$ cat config.mk
export PLATFORM = sky130hd
export DESIGN_NAME = vending_controller_flat
export DESIGN_NICKNAME = d
export VERILOG_FILES = /design/src/rtl/core/vend_pkg.sv /design/src/rtl/core/vend_if.sv /design/src/rtl/core/vend_ctrl.sv /design/src/rtl/core/vend_dp.sv /design/src/rtl/core/vending_controller.sv /design/src/flat_wrapper.sv
export SDC_FILE = /design/constraint.sdc
export NUM_CORES = 1
export LEC_CHECK = 0
export ABC_AREA = 1
export BUFFER_PORTS_ARGS = -buffer_cell sky130_fd_sc_hd__clkbuf_2
export CAP_MARGIN = 10
export CORE_UTILIZATION = 40
export DETAILED_ROUTE_END_ITERATION = 10
export PLACE_DENSITY = 0.55
export SYNTH_ARGS = -nofsm -noshare
export SYNTH_HDL_FRONTEND = slang
export SYNTH_SLANG_ARGS = --single-unit
$ cat constraint.sdc
create_clock -name clk -period 11.7 [get_ports clk]
set_input_delay 3.51 -clock clk [delete_from_list [all_inputs] [get_ports clk]]
set_output_delay 3.51 -clock clk [all_outputs]
set_load 0.02 [all_outputs]
$ cat src/rtl/core/vend_pkg.sv
package vend_pkg;

  localparam int AISLES = 8;
  localparam int AISLE_W = (AISLES > 1) ? $clog2(AISLES) : 1;

  localparam int OP_W = 2;
  localparam int COIN_W = 8;
  localparam int NUM_W = 4;
  localparam int ID_W = 8;
  localparam int MONEY_W = 16;
  localparam int COUNT_W = 8;
  localparam int STATUS_W = 3;

  typedef enum logic [OP_W-1:0] {
    OP_COIN   = 2'd0,
    OP_BUTTON = 2'd1,
    OP_STOCK  = 2'd2,
    OP_NONE   = 2'd3
  } op_t;

  typedef enum logic [STATUS_W-1:0] {
    ST_COIN      = 3'd0,
    ST_NOCREDIT  = 3'd1,
    ST_NOSTOCK   = 3'd2,
    ST_SHORT     = 3'd3,
    ST_DISPENSED = 3'd4,
    ST_STOCKED   = 3'd5,
    ST_FULL      = 3'd6
  } status_t;

  typedef struct packed {
    logic capture;
    logic execute;
  } ctrl_cmd_t;

  typedef struct packed {
    logic has_result;
  } dp_status_t;

endpackage

$ cat src/rtl/core/vend_if.sv
interface vend_item_if;
  logic        valid;
  logic        ready;
  logic [1:0]  op;
  logic [7:0]  coin_value;
  logic [3:0]  aisle_number;
  logic [7:0]  product_id;
  logic [15:0] product_price;
  logic [7:0]  stock_amount;

  modport source (output valid, op, coin_value, aisle_number, product_id,
                  product_price, stock_amount, input ready);
  modport sink (input valid, op, coin_value, aisle_number, product_id,
                product_price, stock_amount, output ready);
endinterface

interface vend_result_if;
  logic        valid;
  logic        ready;
  logic [2:0]  status;
  logic [15:0] credit_now;
  logic [15:0] money_out;
  logic [3:0]  aisle_used;

  modport source (output valid, status, credit_now, money_out, aisle_used,
                  input ready);
  modport sink (input valid, status, credit_now, money_out, aisle_used,
                output ready);
endinterface

$ cat src/rtl/core/vend_ctrl.sv
module vend_ctrl (
  input  logic                   clk,
  input  logic                   rst,
  input  logic                   item_valid,
  output logic                   item_ready,
  output logic                   result_valid,
  input  logic                   result_ready,
  input  vend_pkg::dp_status_t   dp_status,
  output vend_pkg::ctrl_cmd_t    cmd
);
  import vend_pkg::*;

  typedef enum logic {
    S_IDLE,
    S_EXEC
  } state_t;

  state_t state;
  logic   out_full;

  assign item_ready   = (state == S_IDLE);
  assign result_valid = out_full;

  always_comb begin
    cmd.capture = (state == S_IDLE) && item_valid;
    // The event runs once the output register is empty or is being drained.
    cmd.execute = (state == S_EXEC) && (!out_full || result_ready);
  end

  always_ff @(posedge clk) begin
    if (rst) begin
      state    <= S_IDLE;
      out_full <= 1'b0;
    end else begin
      unique case (state)
        S_IDLE: begin
          if (item_valid) state <= S_EXEC;
        end
        S_EXEC: begin
          if (cmd.execute) state <= S_IDLE;
        end
        default: state <= S_IDLE;
      endcase
      if (cmd.execute && dp_status.has_result) begin
        out_full <= 1'b1;
      end else if (result_ready) begin
        out_full <= 1'b0;
      end
    end
  end

endmodule

$ cat src/rtl/core/vend_dp.sv
module vend_dp (
  input  logic                                 clk,
  input  logic                                 rst,
  input  vend_pkg::ctrl_cmd_t                  cmd,
  output vend_pkg::dp_status_t                 dp_status,
  input  logic [vend_pkg::OP_W-1:0]            op,
  input  logic [vend_pkg::COIN_W-1:0]          coin_value,
  input  logic [vend_pkg::NUM_W-1:0]           aisle_number,
  input  logic [vend_pkg::ID_W-1:0]            product_id,
  input  logic [vend_pkg::MONEY_W-1:0]         product_price,
  input  logic [vend_pkg::COUNT_W-1:0]         stock_amount,
  output logic [vend_pkg::STATUS_W-1:0]        status,
  output logic [vend_pkg::MONEY_W-1:0]         credit_now,
  output logic [vend_pkg::MONEY_W-1:0]         money_out,
  output logic [vend_pkg::NUM_W-1:0]           aisle_used
);
  import vend_pkg::*;

  // Captured event.
  op_t                q_op;
  logic [COIN_W-1:0]  q_coin;
  logic [NUM_W-1:0]   q_num;
  logic [ID_W-1:0]    q_id;
  logic [MONEY_W-1:0] q_price;
  logic [COUNT_W-1:0] q_amount;

  // Machine state.
  logic               has_credit;
  logic [MONEY_W-1:0] credit;
  logic [AISLES-1:0]  aisle_busy;
  logic [ID_W-1:0]    aisle_product [AISLES];
  logic [MONEY_W-1:0] aisle_price [AISLES];
  logic [COUNT_W-1:0] aisle_stock [AISLES];

  // Event evaluation.
  logic [MONEY_W:0]   coin_sum;
  logic [MONEY_W-1:0] credit_next;
  logic               num_ok;
  logic [AISLE_W-1:0] sel_idx;
  logic               sel_busy;
  logic [MONEY_W-1:0] sel_price;
  logic [COUNT_W-1:0] sel_stock;
  logic [AISLES-1:0]  match;
  logic               match_hit;
  logic [AISLE_W-1:0] match_idx;
  logic               free_hit;
  logic [AISLE_W-1:0] free_idx;
  logic [COUNT_W:0]   stock_sum;
  logic [COUNT_W-1:0] restock_count;

  status_t            res_status;
  logic [MONEY_W-1:0] res_credit;
  logic [MONEY_W-1:0] res_money;
  logic [NUM_W-1:0]   res_aisle;
  logic               do_dispense;

  assign dp_status.has_result = (q_op != OP_NONE);

  always_comb begin
    coin_sum = {1'b0, credit} + {{(MONEY_W + 1 - COIN_W){1'b0}}, q_coin};
    if (!has_credit) begin
      credit_next = {{(MONEY_W - COIN_W){1'b0}}, q_coin};
    end else if (coin_sum[MONEY_W]) begin
      credit_next = {MONEY_W{1'b1}};
    end else begin
      credit_next = coin_sum[MONEY_W-1:0];
    end
  end

  always_comb begin
    num_ok    = (q_num != '0) && (q_num <= NUM_W'(AISLES));
    sel_idx   = AISLE_W'(q_num - NUM_W'(1));
    sel_busy  = aisle_busy[sel_idx];
    sel_price = aisle_price[sel_idx];
    sel_stock = aisle_stock[sel_idx];
  end

  // Lowest matching aisle and lowest free aisle, searched in parallel.
  always_comb begin
    match_hit = 1'b0;
    match_idx = '0;
    free_hit  = 1'b0;
    free_idx  = '0;
    for (int i = AISLES - 1; i >= 0; i--) begin
      match[i] = aisle_busy[i] && (aisle_product[i] == q_id);
      if (match[i]) begin
        match_hit = 1'b1;
        match_idx = AISLE_W'(i);
      end
      if (!aisle_busy[i]) begin
        free_hit = 1'b1;
        free_idx = AISLE_W'(i);
      end
    end
  end

  always_comb begin
    stock_sum = {1'b0, aisle_stock[match_idx]} + {1'b0, q_amount};
    restock_count = stock_sum[COUNT_W] ? {COUNT_W{1'b1}} : stock_sum[COUNT_W-1:0];
  end

  always_comb begin
    res_status  = ST_COIN;
    res_credit  = credit;
    res_money   = '0;
    res_aisle   = '0;
    do_dispense = 1'b0;
    unique case (q_op)
      OP_COIN: begin
        res_credit = credit_next;
      end
      OP_BUTTON: begin
        if (!has_credit) begin
          res_status = ST_NOCREDIT;
        end else if (!num_ok || !sel_busy || sel_stock == '0) begin
          res_status = ST_NOSTOCK;
        end else if (sel_price > credit) begin
          res_status = ST_SHORT;
          res_money  = sel_price - credit;
        end else begin
          res_status  = ST_DISPENSED;
          res_money   = credit - sel_price;
          res_credit  = '0;
          res_aisle   = q_num;
          do_dispense = 1'b1;
        end
      end
      OP_STOCK: begin
        if (match_hit) begin
          res_status = ST_STOCKED;
          res_aisle  = NUM_W'(match_idx) + NUM_W'(1);
        end else if (free_hit) begin
          res_status = ST_STOCKED;
          res_aisle  = NUM_W'(free_idx) + NUM_W'(1);
        end else begin
          res_status = ST_FULL;
        end
      end
      OP_NONE: begin
        res_status = ST_COIN;
      end
      default: res_status = ST_COIN;
    endcase
  end

  // Input capture and result word; payload only, no reset needed.
  always_ff @(posedge clk) begin
    if (cmd.capture) begin
      q_op     <= op_t'(op);
      q_coin   <= coin_value;
      q_num    <= aisle_number;
      q_id     <= product_id;
      q_price  <= product_price;
      q_amount <= stock_amount;
    end
    if (cmd.execute && dp_status.has_result) begin
      status     <= res_status;
      credit_now <= res_credit;
      money_out  <= res_money;
      aisle_used <= res_aisle;
    end
  end

  always_ff @(posedge clk) begin
    if (rst) begin
      has_credit <= 1'b0;
      credit     <= '0;
      aisle_busy <= '0;
      for (int i = 0; i < AISLES; i++) aisle_stock[i] <= '0;
    end else if (cmd.execute) begin
      if (q_op == OP_COIN) begin
        has_credit <= 1'b1;
        credit     <= credit_next;
      end
      if (do_dispense) begin
        has_credit           <= 1'b0;
        credit               <= '0;
        aisle_stock[sel_idx] <= sel_stock - COUNT_W'(1);
        if (sel_stock == COUNT_W'(1)) aisle_busy[sel_idx] <= 1'b0;
      end
      if (q_op == OP_STOCK) begin
        if (match_hit) begin
          aisle_stock[match_idx] <= restock_count;
        end else if (free_hit) begin
          aisle_busy[free_idx]  <= 1'b1;
          aisle_stock[free_idx] <= q_amount;
        end
      end
    end
  end

  // Product and price entries are defined only once an aisle is claimed.
  always_ff @(posedge clk) begin
    if (cmd.execute && q_op == OP_STOCK && !match_hit && free_hit) begin
      aisle_product[free_idx] <= q_id;
      aisle_price[free_idx]   <= q_price;
    end
  end

endmodule

$ cat src/rtl/core/vending_controller.sv
// Vending machine controller.
// The item channel takes one event word: op selects a coin (coin_value),
// an aisle button press (aisle_number, 1-based) or a stocking request
// (product_id, product_price, stock_amount). Op 3 is ignored and gives no result.
// The result channel returns one word per event: status, the credit after
// the event, the change or shortfall, and the aisle used.
// An event is taken into the capture register and then evaluated, where the
// aisle table is searched in parallel and updated; the result word is then
// registered in the output register. The block takes no new event until the
// last one is evaluated (the controller's capture and evaluate steps).
// The result sits in an output register. While the receiver stalls, a new
// event is still accepted and waits in the capture register until the
// output register drains.
// Reset clears the credit, the mode and every aisle's busy flag and count;
// product ids and prices are written when an aisle is claimed.
module vending_controller (
  input logic         clk,
  input logic         rst,
  vend_item_if.sink   item,
  vend_result_if.source result
);
  import vend_pkg::*;

  ctrl_cmd_t  cmd;
  dp_status_t dp_status;

  vend_ctrl u_ctrl (
    .clk          (clk),
    .rst          (rst),
    .item_valid   (item.valid),
    .item_ready   (item.ready),
    .result_valid (result.valid),
    .result_ready (result.ready),
    .dp_status    (dp_status),
    .cmd          (cmd)
  );

  vend_dp u_dp (
    .clk           (clk),
    .rst           (rst),
    .cmd           (cmd),
    .dp_status     (dp_status),
    .op            (item.op),
    .coin_value    (item.coin_value),
    .aisle_number  (item.aisle_number),
    .product_id    (item.product_id),
    .product_price (item.product_price),
    .stock_amount  (item.stock_amount),
    .status        (result.status),
    .credit_now    (result.credit_now),
    .money_out     (result.money_out),
    .aisle_used    (result.aisle_used)
  );

endmodule

$ cat src/flat_wrapper.sv
// flat-port wrapper written by rule: the top's interface ports become plain ports
module vending_controller_flat import vend_pkg::*;
  (clk, rst, item_valid, item_op, item_coin_value, item_aisle_number, item_product_id, item_product_price, item_stock_amount, item_ready, result_valid, result_status, result_credit_now, result_money_out, result_aisle_used, result_ready);
  vend_item_if item_i ();
  vend_result_if result_i ();
  input logic clk;
  input logic rst;
  input wire logic [$bits(item_i.valid)-1:0] item_valid;
  input wire logic [$bits(item_i.op)-1:0] item_op;
  input wire logic [$bits(item_i.coin_value)-1:0] item_coin_value;
  input wire logic [$bits(item_i.aisle_number)-1:0] item_aisle_number;
  input wire logic [$bits(item_i.product_id)-1:0] item_product_id;
  input wire logic [$bits(item_i.product_price)-1:0] item_product_price;
  input wire logic [$bits(item_i.stock_amount)-1:0] item_stock_amount;
  output wire logic [$bits(item_i.ready)-1:0] item_ready;
  output wire logic [$bits(result_i.valid)-1:0] result_valid;
  output wire logic [$bits(result_i.status)-1:0] result_status;
  output wire logic [$bits(result_i.credit_now)-1:0] result_credit_now;
  output wire logic [$bits(result_i.money_out)-1:0] result_money_out;
  output wire logic [$bits(result_i.aisle_used)-1:0] result_aisle_used;
  input wire logic [$bits(result_i.ready)-1:0] result_ready;
  assign item_i.valid = item_valid;
  assign item_i.op = item_op;
  assign item_i.coin_value = item_coin_value;
  assign item_i.aisle_number = item_aisle_number;
  assign item_i.product_id = item_product_id;
  assign item_i.product_price = item_product_price;
  assign item_i.stock_amount = item_stock_amount;
  assign item_ready = item_i.ready;
  assign result_valid = result_i.valid;
  assign result_status = result_i.status;
  assign result_credit_now = result_i.credit_now;
  assign result_money_out = result_i.money_out;
  assign result_aisle_used = result_i.aisle_used;
  assign result_i.ready = result_ready;
  vending_controller u_core (.clk(clk), .rst(rst), .item(item_i), .result(result_i));
endmodule
==> summary.txt <==
Routing
  – Final WL: 59.4 mm
  – First-pass DRT Iterations: 5
  – Routed len/inst: between 20 and 25 um
  – Final ANT Viol Nets: 0
  – Vias per cell: 5.33
  – Vias: approximately 16,000
  – Initial drt markers: 1,411
  – Residual DRC: 0

Critical path
  – Worst Setup Start Kind: flop
  – Worst Setup End Kind: flop
  – Arrival time worst endpoint: approximately 7000 ps
  – Slowest stage delay, CP: around 750 ps
  – CP required: between 10,000 and 15,000 ps
  – Critical Path, Cell by Cell: buf_4 > inv_2 > ha_1 > nand2_1 > nand2_1 > inv_1 > nand2_1 > nor2_2 > a221oi_1 > nand2_1 > inv_1 > ha_1 > nand2_1 > nor2_1 > inv_1 > nor3_1 > nand2_1 > nand2_4 > nand4_4 > a21boi_1 > nand2_4 > nor2_8 > nand2_4 > nand2_1
  – Worst Path Max Fanout: 48
  – CP Class: flop to flop
  – CP most frequent cell: nand2_1
  – Slowest CP cell: nor2_2

Yosys
  – Yosys cell types: 60
  – Fraction of registers with async set/reset: 0
  – Mapped Area: ~20,000 um2
  – Yosys reg bits: roughly 370
  – Post-synth EDFFs: around 340
  – Cells after Synth: approximately 2,200
  – Post-Syn Nets: between 2,000 and 2,500
  – Sequential element share of the synthesized area: 0.538
  – Synth Flop Type: edfxtp_1
  – Yosys warns: 0
  – Syn_area_per_cell: 9.19 um2

CTS
  – CTS Buf Count: 42
  – H-tree depth: 2
  – Cts repair resizes: 0
  – Clk root buf: clkbuf_16
  – Clock Tree Buf Depth: 3
  – Hold_buf cts: 0
  – Clock Latency Late Sink: roughly 600 ps
  – TritonCTS clock tree: built
  – Clock-pin slew on the worst setup and hold paths: about 60 ps
  – Clock Sinks: 368
  – Post-CTS setup buffer count: 0

Global routing
  – GR Util All Layers: 0.234
  – M3 GR Usage: 0.0293
  – Grt peak-use layer: met2
  – Initial antenna violation count: 0
  – Vias in the first global route: 15,100
  – GR Overflow Total: 0
  – Largest net degree at the start of global routing: 49
  – First-pass GRT wire length: between 80 and 90 mm
  – GR Util met1: 0.310
  – GRT met2 Usage: 0.389

Floorplanning
  – Core ar.: approximately 49,000 um2
  – Site Rows: 81
  – Die area: 51,000 um2
  – Chip Width: approximately 230 um
  – Die H: roughly 230 um
  – Num ports: 91
  – Initial Util: 0.407

Final layout
  – Commonest non-fill, non-tap cells in the layout: nand2_1 (620), edfxtp_1 (341), inv_1 (214), nor2_1 (204), nand3_1 (183)
  – Fin area: around 22,000 um2
  – Fin cells: around 3,000
  – Area Growth Syn to Fin: 12.1%
  – Most common cell after layout, fill and taps aside: nand2_1
  – Final net count: 2,380
  – Share of cells above drive strength 1: 0.116
  – Fill cells: about 4,700
  – Antenna cell count: 0

STA
  – Clock Skews: between 20 and 30 ps
  – Max Clk Rate: between 0.1 and 0.15 GHz
  – RSZ-0062 raised after global routing: false
  – Setup violations, final: 0
  – Worst slew margin: 0.247
  – Max Slew Vio Count: 0
  – Worst Tran Pin Value: 1130 ps
  – Final worst path period share: 0.576
  – Sum Neg Setup Slack: 0 ps
  – Final Critical Period: about 6700 ps
  – Final hold vios: 0

Run
  – Max_cap viols: 0

Power
  – P_leak: roughly 9.3 nW
  – Peak supply drop: 0.000152 V
  – PwrDens: between 100 and 150 nW/um2

Placement
  – Post-DP HPWL: between 40 and 50 mm
  – Inst Count DP: a little under 3,000
  – RD Place Congestion: between 0.9 and 1
  – Placed inst area: around 21,000 um2
  – IO buf count: 90

Worst hold path
  – Class of the worst hold path: flop to flop

Status
  – Outcome: finished clean
-- flip-flops by register name, summed over array words and instances (netlist names), 16 cells and up --
signal and cells:
u_core.u_dp.aisle_price 128, u_core.u_dp.aisle_stock 64, u_core.u_dp.aisle_product 64, u_core.u_dp.credit 16, u_core.u_dp.credit_now 16, u_core.u_dp.money_out 16, u_core.u_dp.q_price 16
-- area by class of cell --
class                   count  area, um2  area share
multi-input cells        1513       8010       0.357
flip-flops and latches    368      10800       0.480
inverters                 232        881      0.0392
clock buffers              48       1070      0.0478
repair buffers            113        623      0.0278
well taps                 664        831      0.0370
clock inverters            28        243      0.0108
-- synthesized netlist by cell type, types with 12 or more instances --
library cell    n  share of area
a21oi_1        97          0.024
a221oi_1       23          0.010
a22o_1         40          0.017
buf_2          21         0.0052
clkbuf_1       24         0.0045
dfxtp_1        27          0.027
edfxtp_1      341           0.51
ha_1           56          0.035
inv_1         214          0.040
inv_2          12         0.0022
nand2_1       620           0.12
nand2_2        12         0.0037
nand2_4        12         0.0067
nand3_1       183          0.046
nand4_1        29         0.0091
nor2_1        207          0.039
nor3_1         14         0.0035
o21ai_0        65          0.016
xnor2_1        18         0.0079
xor2_1         12         0.0052
-- worst max-delay path: cells and delay by family (launching register included) --
kind,cells,cell delay (ps)
flops,1,320
simple gates,15,3330
buf+inv,5,1340
fa+ha+maj,2,780
compound gates,2,590
-- power breakdown --
group / switching, mW / leakage [nW] / internal, mW
Combinational: 0.316 / 5.21 / 0.129
Clock: 0.562 / 0.635 / 0.712
Sequential: 0.0326 / 3.44 / 1.47
-- metal layers --
layer  wire [um]  vias up
met5           0        -
met4        1960        0
met3        2840      113
met2       28300      481
met1       26300     7608
li1            -     7594
-- kinds of logic (layout without fill, tap and decap cells) --
group / count (synthesis) / count (layout) / synth area share
AOI/OAI and AO/OA: 282 / 282 / 0.0890
xor gates and xnor gates: 30 / 30 / 0.0131
muxes: 2 / 2 / 0.00100
buffers and inverters: 298 / 421 / 0.0622
DFF: 368 / 368 / 0.538
and+or+nand+nor: 1139 / 1139 / 0.257
adders and majority gates: 60 / 60 / 0.0390
-- per-stage QoR --
step                       util  hold WS, ps  total power, mW  worst slack [ps]
after floorplan               -          444             1.82              5770
after global placement    0.430          459             1.97              5080
after detailed placement  0.430          472             1.97              4940
after CTS                 0.457          480             3.25              4900
after global routing      0.457          492             3.34              4410
final                     0.457          475             3.22              4960
-- worst paths after layout --
path / startpoint / to / slack (ps) / cells after the start
max reg2reg: u_core.u_dp.q_num[0] / u_core.u_dp.aisle_stock[1][3] / 4960 / 24
min reg2reg: u_core.u_dp.credit[15] / u_core.u_dp.credit[15] / 470 / 2
min: u_core.u_dp.credit[15] / u_core.u_dp.credit[15] / 470 / 2
max: u_core.u_dp.q_num[0] / u_core.u_dp.aisle_stock[1][3] / 4960 / 24
(Power assumes the default switching activity.)
